==> src/sv/owm_pkg.sv <==
// ----------------------------------------------------------------------------
// owm_pkg
// Types and constants shared by the 1-Wire bus master.
// ----------------------------------------------------------------------------
package owm_pkg;

  localparam int CFG_W     = 10;  // width of every timing register
  localparam int CFG_IDX_W = 3;   // width of the register index
  localparam int BYTE_W    = 8;

  // register indexes
  localparam logic [CFG_IDX_W-1:0] REG_RESET_LOW     = 3'd0;
  localparam logic [CFG_IDX_W-1:0] REG_RESET_RELEASE = 3'd1;
  localparam logic [CFG_IDX_W-1:0] REG_SLOT_START    = 3'd2;
  localparam logic [CFG_IDX_W-1:0] REG_READ_SAMPLE   = 3'd3;
  localparam logic [CFG_IDX_W-1:0] REG_SLOT_HOLD     = 3'd4;
  localparam logic [CFG_IDX_W-1:0] REG_SLOT_RECOVERY = 3'd5;

  // register reset values
  localparam logic [CFG_W-1:0] RST_RESET_LOW     = 10'd490;
  localparam logic [CFG_W-1:0] RST_RESET_RELEASE = 10'd490;
  localparam logic [CFG_W-1:0] RST_SLOT_START    = 10'd2;
  localparam logic [CFG_W-1:0] RST_READ_SAMPLE   = 10'd4;
  localparam logic [CFG_W-1:0] RST_SLOT_HOLD     = 10'd62;
  localparam logic [CFG_W-1:0] RST_SLOT_RECOVERY = 10'd2;

  typedef enum logic [1:0] {
    CMD_NONE  = 2'd0,
    CMD_RESET = 2'd1,
    CMD_WRITE = 2'd2,
    CMD_READ  = 2'd3
  } cmd_t;

  typedef enum logic [2:0] {
    PH_IDLE  = 3'd0,
    PH_RLOW  = 3'd1,
    PH_RREL  = 3'd2,
    PH_START = 3'd3,
    PH_DATA  = 3'd4,
    PH_TAIL  = 3'd5,
    PH_REC   = 3'd6
  } phase_t;

  typedef struct packed {
    cmd_t              func;
    logic [BYTE_W-1:0] write_data;
    logic              line_level;
  } in_t;

  typedef struct packed {
    logic              pull_low;
    logic              busy_res;
    logic              done_res;
    logic [BYTE_W-1:0] read_data;
  } out_t;

endpackage

==> src/sv/one_wire_master.sv <==
// ----------------------------------------------------------------------------
// one_wire_master
// 1-Wire bus master: reset pulse, write byte and read byte commands, timed by
// one microsecond tick per request.
// ----------------------------------------------------------------------------
// Each input request is one timebase tick and gives exactly one result. The
// block takes a request in every cycle unless stalled; the result is in the
// output register in the next cycle. The input is stalled only while that
// register holds a result that the far side is stalling. The command state
// machine, tick timer and bit shifter all update in the cycle the request is
// taken, so the rate is one tick per unstalled clock. A command is taken only
// when idle, its first tick in the same request; func while busy is ignored.
// Bytes go LSB first as eight slots; read bits shift in at bit 7 and
// read_data changes on the done tick of a read. A timing register of zero
// counts as one tick, except the recovery time, where zero leaves the
// recovery phase out. Durations are clipped to 2^TIMER_WIDTH-1 ticks.
// Write configuration only while idle (not enforced). No presence check is made.
// ----------------------------------------------------------------------------
module one_wire_master
  import owm_pkg::*;
#(
  parameter int TIMER_WIDTH = 10  // tick timer width, 9 to 16
) (
  input  logic                 clk,
  input  logic                 rst_n,
  // request channel
  input  logic                 in_valid,
  output logic                 in_stall,
  input  in_t                  in_data,
  // result channel
  output logic                 out_valid,
  input  logic                 out_stall,
  output out_t                 out_data,
  // configuration write port
  input  logic                 cfg_we,
  input  logic [CFG_IDX_W-1:0] cfg_index,
  input  logic [CFG_W-1:0]     cfg_data
);

  // common width for clipping a register against the timer range
  localparam int CW = (TIMER_WIDTH > CFG_W) ? TIMER_WIDTH : CFG_W;

  typedef logic [TIMER_WIDTH-1:0] tmr_t;

  // clip a register to the timer range, zero becomes one unless allowed
  function automatic tmr_t clip(input logic [CFG_W-1:0] v, input logic allow_zero);
    logic [CW-1:0] ve;
    logic [CW-1:0] mx;
    ve = CW'(v);
    mx = CW'({TIMER_WIDTH{1'b1}});
    if (v == '0 && !allow_zero) begin
      ve = CW'(1);
    end
    if (ve > mx) begin
      ve = mx;
    end
    return ve[TIMER_WIDTH-1:0];
  endfunction

  // configuration registers
  logic [CFG_W-1:0] reset_low_r, reset_release_r, slot_start_r;
  logic [CFG_W-1:0] read_sample_r, slot_hold_r, slot_recovery_r;

  // command state
  phase_t            phase_r, phase_nxt;
  cmd_t              cmd_r, cmd_nxt;
  tmr_t              tick_r, tick_nxt;
  logic [2:0]        bit_r, bit_nxt;
  logic [BYTE_W-1:0] shift_r, shift_nxt;
  logic [BYTE_W-1:0] last_read_r, last_read_nxt;

  // result register
  logic out_valid_r;
  out_t out_data_r;

  // working values for this tick
  logic              in_acc;
  logic              cmd_start;
  phase_t            ph_cur;
  cmd_t              cmd_cur;
  tmr_t              tick_cur, tick_inc, dur;
  logic [2:0]        bit_cur;
  logic [BYTE_W-1:0] shift_cur, shift_s;
  logic              active, last, has_rec, slot_end, finished;
  logic              pull;

  assign in_stall  = out_valid_r & out_stall;
  assign in_acc    = in_valid & ~in_stall;
  assign out_valid = out_valid_r;
  assign out_data  = out_data_r;

  // a new command only starts from idle
  assign cmd_start = (phase_r == PH_IDLE) && (in_data.func != CMD_NONE);

  always_comb begin
    ph_cur    = phase_r;
    cmd_cur   = cmd_r;
    tick_cur  = tick_r;
    bit_cur   = bit_r;
    shift_cur = shift_r;
    if (cmd_start) begin
      cmd_cur  = in_data.func;
      tick_cur = '0;
      bit_cur  = '0;
      if (in_data.func == CMD_RESET) begin
        ph_cur = PH_RLOW;
      end else begin
        ph_cur    = PH_START;
        shift_cur = (in_data.func == CMD_WRITE) ? in_data.write_data : '0;
      end
    end
  end

  // phase duration and end-of-phase detect
  always_comb begin
    case (ph_cur)
      PH_RLOW:  dur = clip(reset_low_r, 1'b0);
      PH_RREL:  dur = clip(reset_release_r, 1'b0);
      PH_START: dur = clip(slot_start_r, 1'b0);
      PH_DATA:  dur = clip((cmd_cur == CMD_READ) ? read_sample_r : slot_hold_r, 1'b0);
      PH_TAIL:  dur = clip(slot_hold_r, 1'b0);
      PH_REC:   dur = clip(slot_recovery_r, 1'b1);
      default:  dur = tmr_t'(1);
    endcase
  end

  assign active   = (ph_cur != PH_IDLE);
  assign tick_inc = tick_cur + tmr_t'(1);
  assign last     = active && (tick_inc >= dur);
  assign has_rec  = (clip(slot_recovery_r, 1'b1) != '0);

  // a slot ends after the tail, the recovery, or the write data with no recovery
  assign slot_end = last && ((ph_cur == PH_TAIL) || (ph_cur == PH_REC) ||
                    ((ph_cur == PH_DATA) && (cmd_cur != CMD_READ) && !has_rec));
  assign finished = (last && (ph_cur == PH_RREL)) || (slot_end && (bit_cur == 3'd7));

  // read sample at the end of the sample time
  assign shift_s = (last && (ph_cur == PH_DATA) && (cmd_cur == CMD_READ)) ?
                   {in_data.line_level, shift_cur[BYTE_W-1:1]} : shift_cur;

  // next phase
  always_comb begin
    phase_nxt = ph_cur;
    if (finished) begin
      phase_nxt = PH_IDLE;
    end else if (last) begin
      unique case (ph_cur)
        PH_RLOW:  phase_nxt = PH_RREL;
        PH_START: phase_nxt = PH_DATA;
        PH_DATA: begin
          if (cmd_cur == CMD_READ) begin
            phase_nxt = PH_TAIL;
          end else if (has_rec) begin
            phase_nxt = PH_REC;
          end else begin
            phase_nxt = PH_START;
          end
        end
        PH_TAIL, PH_REC: phase_nxt = PH_START;
        default:         phase_nxt = ph_cur;
      endcase
    end
  end

  // bus drive: low during reset pulse and slot start, data bit during write
  always_comb begin
    unique case (ph_cur)
      PH_RLOW, PH_START: pull = 1'b1;
      PH_DATA:           pull = (cmd_cur == CMD_WRITE) ? ~shift_cur[0] : 1'b0;
      default:           pull = 1'b0;
    endcase
  end

  // timer, bit counter, shifter and read byte
  always_comb begin
    tick_nxt      = active ? tick_inc : tick_cur;
    bit_nxt       = bit_cur;
    cmd_nxt       = cmd_cur;
    shift_nxt     = shift_s;
    last_read_nxt = last_read_r;
    if (last) begin
      tick_nxt = '0;
    end
    if (slot_end) begin
      if (cmd_cur == CMD_WRITE) begin
        shift_nxt = shift_s >> 1;
      end
      bit_nxt = bit_cur + 3'd1;
      if (finished && (cmd_cur == CMD_READ)) begin
        last_read_nxt = shift_s;
      end
    end
    if (finished) begin
      tick_nxt = '0;
      bit_nxt  = '0;
      cmd_nxt  = CMD_NONE;
    end
  end

  // configuration registers
  always_ff @(posedge clk) begin
    if (!rst_n) begin
      reset_low_r     <= RST_RESET_LOW;
      reset_release_r <= RST_RESET_RELEASE;
      slot_start_r    <= RST_SLOT_START;
      read_sample_r   <= RST_READ_SAMPLE;
      slot_hold_r     <= RST_SLOT_HOLD;
      slot_recovery_r <= RST_SLOT_RECOVERY;
    end else if (cfg_we) begin
      unique case (cfg_index)
        REG_RESET_LOW:     reset_low_r     <= cfg_data;
        REG_RESET_RELEASE: reset_release_r <= cfg_data;
        REG_SLOT_START:    slot_start_r    <= cfg_data;
        REG_READ_SAMPLE:   read_sample_r   <= cfg_data;
        REG_SLOT_HOLD:     slot_hold_r     <= cfg_data;
        REG_SLOT_RECOVERY: slot_recovery_r <= cfg_data;
        default: ;  // writes beyond the register list are dropped
      endcase
    end
  end

  // command state, advanced once per accepted tick
  always_ff @(posedge clk) begin
    if (!rst_n) begin
      phase_r     <= PH_IDLE;
      cmd_r       <= CMD_NONE;
      tick_r      <= '0;
      bit_r       <= '0;
      shift_r     <= '0;
      last_read_r <= '0;
    end else if (in_acc) begin
      phase_r     <= phase_nxt;
      cmd_r       <= cmd_nxt;
      tick_r      <= tick_nxt;
      bit_r       <= bit_nxt;
      shift_r     <= shift_nxt;
      last_read_r <= last_read_nxt;
    end
  end

  // result register
  always_ff @(posedge clk) begin
    if (!rst_n) begin
      out_valid_r <= 1'b0;
    end else if (in_acc) begin
      out_valid_r <= 1'b1;
    end else if (!out_stall) begin
      out_valid_r <= 1'b0;
    end
  end

  always_ff @(posedge clk) begin
    if (in_acc) begin
      out_data_r.pull_low  <= pull;
      out_data_r.busy_res  <= active;
      out_data_r.done_res  <= finished;
      out_data_r.read_data <= last_read_nxt;
    end
  end

endmodule

==> config.mk <==
export PLATFORM = sky130hd
export DESIGN_NAME = one_wire_master
export DESIGN_NICKNAME = d
export VERILOG_FILES = /design/src/sv/owm_pkg.sv /design/src/sv/one_wire_master.sv
export SDC_FILE = /design/constraint.sdc
export NUM_CORES = 1
export LEC_CHECK = 0
export BUFFER_PORTS_ARGS = -buffer_cell sky130_fd_sc_hd__buf_4
export CAP_MARGIN = 20
export CORE_ASPECT_RATIO = 1.25
export CORE_MARGIN = 8
export CORE_UTILIZATION = 54
export CTS_CLUSTER_DIAMETER = 200
export DETAILED_ROUTE_END_ITERATION = 7
export PLACE_DENSITY_LB_ADDON = 0.25
export REMOVE_ABC_BUFFERS = 1
export SYNTH_ARGS = -nofsm -noshare
export SYNTH_HDL_FRONTEND = slang
export SYNTH_SLANG_ARGS = --single-unit
==> constraint.sdc <==
create_clock -name clk -period 4.3 [get_ports clk]
set_clock_uncertainty 0.2 [all_clocks]
set_input_delay 0.215 -clock clk [delete_from_list [all_inputs] [get_ports clk]]
set_output_delay 0.215 -clock clk [all_outputs]
set_load 0.02 [all_outputs]
Yosys cells after proc, flatten, opt, wreduce, memory -nomap -nowiden

Index checks and enable logic that the tools add are counted.

Magnitude comparators: 7
Add/sub/neg operators: 2
Eq/ne operators: 18
Multiplexer cells: 46
Bitwise gates (word level): 4
Reductions and logical operators: 32

Operators by type and width:

| cell                  | count |
|---|---|
| $mux 10               | 21 |
| $mux 8                | 8 |
| $gt 10x10->1 const B  | 6 |
| $pmux 10 s6           | 1 |
| $logic_not 10->1      | 5 |
| $mux 3                | 8 |
| $eq 3x3->1 const B    | 6 |
| $eq 3x2->1 const B    | 4 |
| $pmux 3 s4            | 1 |
| $reduce_and 2->1      | 6 |
| $add 10x1->10 const B | 1 |
| $ge 10x10->1          | 1 |
| $logic_and 1x1->1     | 10 |
| $reduce_bool 10->1    | 1 |
| $eq 2x2->1 const B    | 3 |
| $eq 3x1->1 const B    | 2 |
| $logic_not 3->1       | 2 |
| $mux 2                | 3 |
| $reduce_or 2->1       | 2 |
| $add 3x1->3 const B   | 1 |
| $logic_or 1x1->1      | 3 |
| $mux 1                | 3 |
| $reduce_bool 3->1     | 1 |
| $and 1x1->1           | 2 |
| 7 further kinds       | 8 |

Bits of input ports: 29
Output and inout port bits: 13
Bits in registers: 106

Logic depth before layout (Yosys ltp)

Depth in word-level cells: 19
Mapped depth: 18
Mapped depth without buffers: 15

Worst setup path before layout

OpenSTA, ideal clock, no wires.

Kind: register to register
Start: register phase_r[0]
End: register out_data_r, in the netlist out_data[0], data pin
Data arrival time: 3841 ps
Stages on the path, launching flop included: 16
Buffers on the path: 2
Clock period less this slack: 4301 ps
Data required time: 3840 ps
Path slack: -1 ps
Cell sequence: dfxtp_1 clkbuf_1 nor3_1 o21ai_0 and2_1 ha_1 nand3_1 or3_1 a21oi_1 ha_1 and3_1 a221oi_1 o31ai_2 o21ai_1 buf_2 mux2_2

Cells in the longest elaborated chain, start to end: 19
Elaborated cells between the ends (all ways): 41

RTL lines:

| element                | RTL line                                                               | RTL |
|---|---|---|
| from (decl)            | one_wire_master.sv:65                                                  | `phase_t phase_r, phase_nxt;` |
| from (signal assigned) | one_wire_master.sv:232                                                 | `phase_r <= phase_nxt;` |
| $logic_not 3->1        | one_wire_master.sv:93                                                  | `assign cmd_start = (phase_r == PH_IDLE) && (in_data.func != CMD_NONE);` |
| $logic_and 1x1->1      | one_wire_master.sv:93                                                  |  |
| $mux 2                 | one_wire_master.sv:101                                                 | `if (cmd_start) begin` |
| $eq 2x2->1             | one_wire_master.sv:120, one_wire_master.sv:138, one_wire_master.sv:189 |  |
| $mux 10                | one_wire_master.sv:120                                                 | `PH_DATA: dur = clip((cmd_cur == CMD_READ) ? read_sample_r : slot_hold_r, 1'b0);` |
| $logic_not 10->1       | one_wire_master.sv:51                                                  | `if (v == '0 && !allow_zero) begin` |
| $mux 10                | one_wire_master.sv:51                                                  |  |
| $mux 10                | one_wire_master.sv:116                                                 | `case (ph_cur)` |
| [4 not listed]         | n/a                                                                    |  |
| $logic_and 1x1->1      | one_wire_master.sv:129                                                 | `assign last = active && (tick_inc >= dur);` |
| $logic_and 1x1->1      | one_wire_master.sv:133                                                 | `assign slot_end = last && ((ph_cur == PH_TAIL) \|\| (ph_cur == PH_REC) \|\|` |
| $logic_and 1x1->1      | one_wire_master.sv:135                                                 | `assign finished = (last && (ph_cur == PH_RREL)) \|\| (slot_end && (bit_cur == 3'd7));` |
| $logic_or 1x1->1       | one_wire_master.sv:135                                                 |  |
| $logic_and 1x1->1      | one_wire_master.sv:189                                                 | `if (finished && (cmd_cur == CMD_READ)) begin` |
| $mux 8                 | one_wire_master.sv:189                                                 |  |
| $mux 8 (*)             | one_wire_master.sv:184                                                 | `if (slot_end) begin` |
| net last_read_nxt[0]   | one_wire_master.sv:70                                                  | `logic [BYTE_W-1:0] last_read_r, last_read_nxt;` |
| to (decl)              | one_wire_master.sv:74                                                  | `out_t out_data_r;` |

Mark *: on every way through the listed nets, which the timed path passes. The rest lies on a longest branch. The select of a mux whose other input is x is not followed.
A chain may end at the register's enable or synchronous reset.

Worst setup path in the final report

Start: register phase_r[1]
End: register last_read_r[3]

Cells in the longest elaborated chain, start to end: 19
Elaborated cells between the ends (all ways): 41

RTL lines:

| element              | RTL line                                                               | RTL |
|---|---|---|
| $logic_not 3->1      | one_wire_master.sv:93                                                  |  |
| $logic_and 1x1->1    | one_wire_master.sv:93                                                  |  |
| $mux 2               | one_wire_master.sv:101                                                 |  |
| $eq 2x2->1           | one_wire_master.sv:120, one_wire_master.sv:138, one_wire_master.sv:189 |  |
| $mux 10              | one_wire_master.sv:120                                                 |  |
| $logic_not 10->1     | one_wire_master.sv:51                                                  |  |
| $mux 10              | one_wire_master.sv:51                                                  |  |
| $mux 10              | one_wire_master.sv:116                                                 |  |
| [3 not listed]       | n/a                                                                    |  |
| $ge 10x10->1         | one_wire_master.sv:129                                                 |  |
| $logic_and 1x1->1    | one_wire_master.sv:129                                                 |  |
| $logic_and 1x1->1    | one_wire_master.sv:133                                                 |  |
| $logic_and 1x1->1    | one_wire_master.sv:135                                                 |  |
| $logic_or 1x1->1     | one_wire_master.sv:135                                                 |  |
| $logic_and 1x1->1    | one_wire_master.sv:189                                                 |  |
| $mux 8               | one_wire_master.sv:189                                                 |  |
| $mux 8 (*)           | one_wire_master.sv:184                                                 |  |
| to (signal assigned) | one_wire_master.sv:237                                                 | `last_read_r <= last_read_nxt;` |
| to (decl)            | one_wire_master.sv:70                                                  |  |

Mark *: on every way between the ends. The rest lies on a longest branch, timed or not. The select of a mux whose other input is x is not followed.

==> metrics.txt <==
outcome complete, no violations; num rows 41; All-Layer GR Usage 0.239; Critical Path End Type flip-flop; grt total ovfl 0; core area 0.00995 mm2; Detail Route Antenna Nets 0; routed length per placed instance 18.2 um; Synth Area per Inst 7.85 um2; Synth warnings 0; IO Pins 42; total power 2.38 mW; HP Class input pin to flip-flop; Max-slew headroom 0.513; root buf cell clkbuf_16; final setup vio count 0; final hold violation count 0; Synth top area share 0.348; drt via density 6.08; Finished Layout Cells 898; number of buffers created by CTS 9; MaxCap Viol Count 0; RD Place Congestion 0.917; DIE AREA 0.0136 mm2; Synth Flop Type dfxtp_1; I/O Buffers 41; CTS HTree Levels 3; CP arrival 4190 ps; slowest cell on the critical path or3_1; worst-path cell chain buf_6 > nor3_1 > o21ai_1 > buf_4 > and2_1 > ha_1 > nand3_1 > or3_1 > a21oi_2 > ha_1 > and3_1 > a221oi_2 > o31ai_4 > o21ai_2 > buf_12 > mux2i_2 > buf_4 > nand2_1 > a21oi_1; crit path time final 4110 ps; post-synth top area cell dfxtp_1; Starting Density 0.549; worst-margin pin slew 728 ps; max-slew violations 0; R2R Path Start phase_r[1]; Tcrit/Tclk final 0.957; post-route DRC violation count 0; TritonCTS clock tree done; WL final 16.3 mm; share of post-route cells with drive strength above 1 0.157; Cells after Synth 696; DP Wirelength 12.0 mm; Filler cells 847; VDD IR max 0.267 mV; Leakage 2.59 nW; Clk Latency, worst-skew pair 350 ps; Synth cell types 66; Synth area leaders dfxtp_1 35%, nand2_1 13%, a21oi_1 6.1%; clock transition at the registers of the reported paths 70 ps; asr flop ratio synth 0; Post-Syn Area 0.00546 mm2; FF+latch count, synth 106; f_max 0.243 GHz; synth cell count leaders 194 x nand2_1, 95 x dfxtp_1, 67 x a21oi_1; CTS max path bufs 2; first-pass GRT wire length 26.2 mm; largest net degree at the start of global routing 62; worst-path fanout max 16; power density cells 362 mW/mm2; Die Ht 128 um; worst hold path startpoint rst_n; die width 106 um; clk sink count 106; CP peak stage delay 390 ps; Setup crit start phase_r[1]; synthesis-to-layout area growth 20.5%; Crit Path Category flip-flop to flip-flop; routed vias 5462; most common cell in the synthesized netlist nand2_1; diode count 0; sequential share of the synthesized area 0.409; worst path required time 4370 ps; vias in the first global route 5369; layout net count 806; crit start category flip-flop; number of flops mapped to enable cells by yosys 11; 1st-pass router iterations 6; initial antenna violation count 0; DRT iter0 DRCs 281; dpl cells 867
==> worst max-delay path: cells and delay by family (launching register included) <==
kind	cells	cell delay [ps]
AO/OA/AOI/OAI	6	1140
multiplexers	1	230
adder cells (fa/ha/maj)	2	460
buffers and inverters	4	650
AND/OR/NAND/NOR	6	960
flip-flops	1	380
==> registers in the layout, indices dropped and copies added (netlist names), 2 cells and up <==
name and count:
slot_recovery_r 10, last_read_r 8, phase_r 3, bit_r 3, read_sample_r 10, reset_low_r 10, out_data 11, cmd_r 2
slot_start_r 10, reset_release_r 10, slot_hold_r 10, tick_r 10, shift_r 8
==> cell type report <==
| cell class | count | area [um2] | area share |
|---|---|---|---|
| Clock inverter | 7 | 75.1 | 0.0114 |
| Multi-Input combinational cell | 548 | 3130 | 0.475 |
| Sequential cell | 106 | 2230 | 0.339 |
| Tap cell | 129 | 161 | 0.0245 |
| Clock buffer | 9 | 225 | 0.0342 |
| Timing Repair Buffer | 89 | 727 | 0.110 |
| Inverter | 10 | 37.5 | 0.00570 |
==> timing repair <==
action | in CTS | in global routing
endpoints found under the setup margin | 1 | 36
hold buffers | 12 | 0
setup buffers | 0 | 3
hold endpoints to repair | 61 | 0
pin swaps | 1 | 4
gates resized for setup | 0 | 17
==> metal layers <==
metal | vias to the layer above | routed length, um | share of wire | global-route usage
li1 | 2613 | - | - | -
met1 | 2550 | 6240 | 0.38 | 0.252
met2 | 235 | 8170 | 0.50 | 0.423
met3 | 64 | 1080 | 0.066 | 0.0500
met4 | 0 | 824 | 0.051 | 0.153
met5 | - | 0 | 0 | 0
==> metrics by stage <==
stage | hold WS, ps | utilization | cell area [um2] | TNS [ps] | setup WS [ps]
2_1_floorplan | 86.8 | - | 5320 | -3410 | -314
6_report | 12.9 | 0.662 | 6580 | 0 | 187
3_5_place_dp | 234 | 0.608 | 6050 | 0 | 47.8
4_1_cts | 3.74 | 0.650 | 6470 | 0 | 0.548
3_3_place_gp | 229 | 0.608 | 6050 | 0 | 119
5_1_grt | 13.6 | 0.662 | 6580 | -261 | -48.6
==> final timing paths <==
kind	end	cells after the start	slack, ps
worst max-delay path	last_read_r[3]	19	190
worst min-delay path	reset_release_r[7]	2	10
worst max register to register	last_read_r[3]	19	190
worst min register to register	shift_r[4]	2	240
==> where the power goes <==
group / internal [mW] / total, mW / switching (mW)
clock: 0.456 / 0.837 / 0.381
sequential: 1.03 / 1.05 / 0.0253
combinational: 0.194 / 0.490 / 0.295
==> layout by cell type, fill, tap and decap left out, drive strengths merged, types with 3 or more instances in the layout <==
cell / synthesis / final
a21oi: 68 / 68
a221o: 7 / 7
a221oi: 8 / 8
a22o: 3 / 3
a22oi: 10 / 10
a311oi: 3 / 3
a32oi: 3 / 3
and2: 8 / 8
and3: 6 / 6
buf: 8 / 77
clkbuf: 24 / 9
clkinv: 1 / 4
dfxtp: 95 / 95
dlygate4sd3: 0 / 12
edfxtp: 11 / 11
ha: 13 / 13
inv: 9 / 11
mux2: 5 / 5
mux2i: 19 / 19
nand2: 194 / 194
nand2b: 7 / 7
nand3: 31 / 31
nand4: 5 / 5
nor2: 48 / 48
nor2b: 6 / 6
nor3: 7 / 7
nor3b: 7 / 7
nor4: 10 / 10
o211ai: 3 / 3
o21a: 3 / 3
o21ai: 28 / 28
o22ai: 3 / 3
o31ai: 4 / 4
or2: 4 / 4
or3: 5 / 5
xor2: 4 / 4
==> cell families after synthesis <==
group / Yosys count / share of synthesized area
fa+ha+maj: 13 / 0.0298
mux: 24 / 0.0451
flops: 106 / 0.409
xor+xnor: 6 / 0.00962
buf+inv: 42 / 0.0325
simple gates: 344 / 0.283
compound gates: 161 / 0.191
Power figures use the tool's default switching activity.
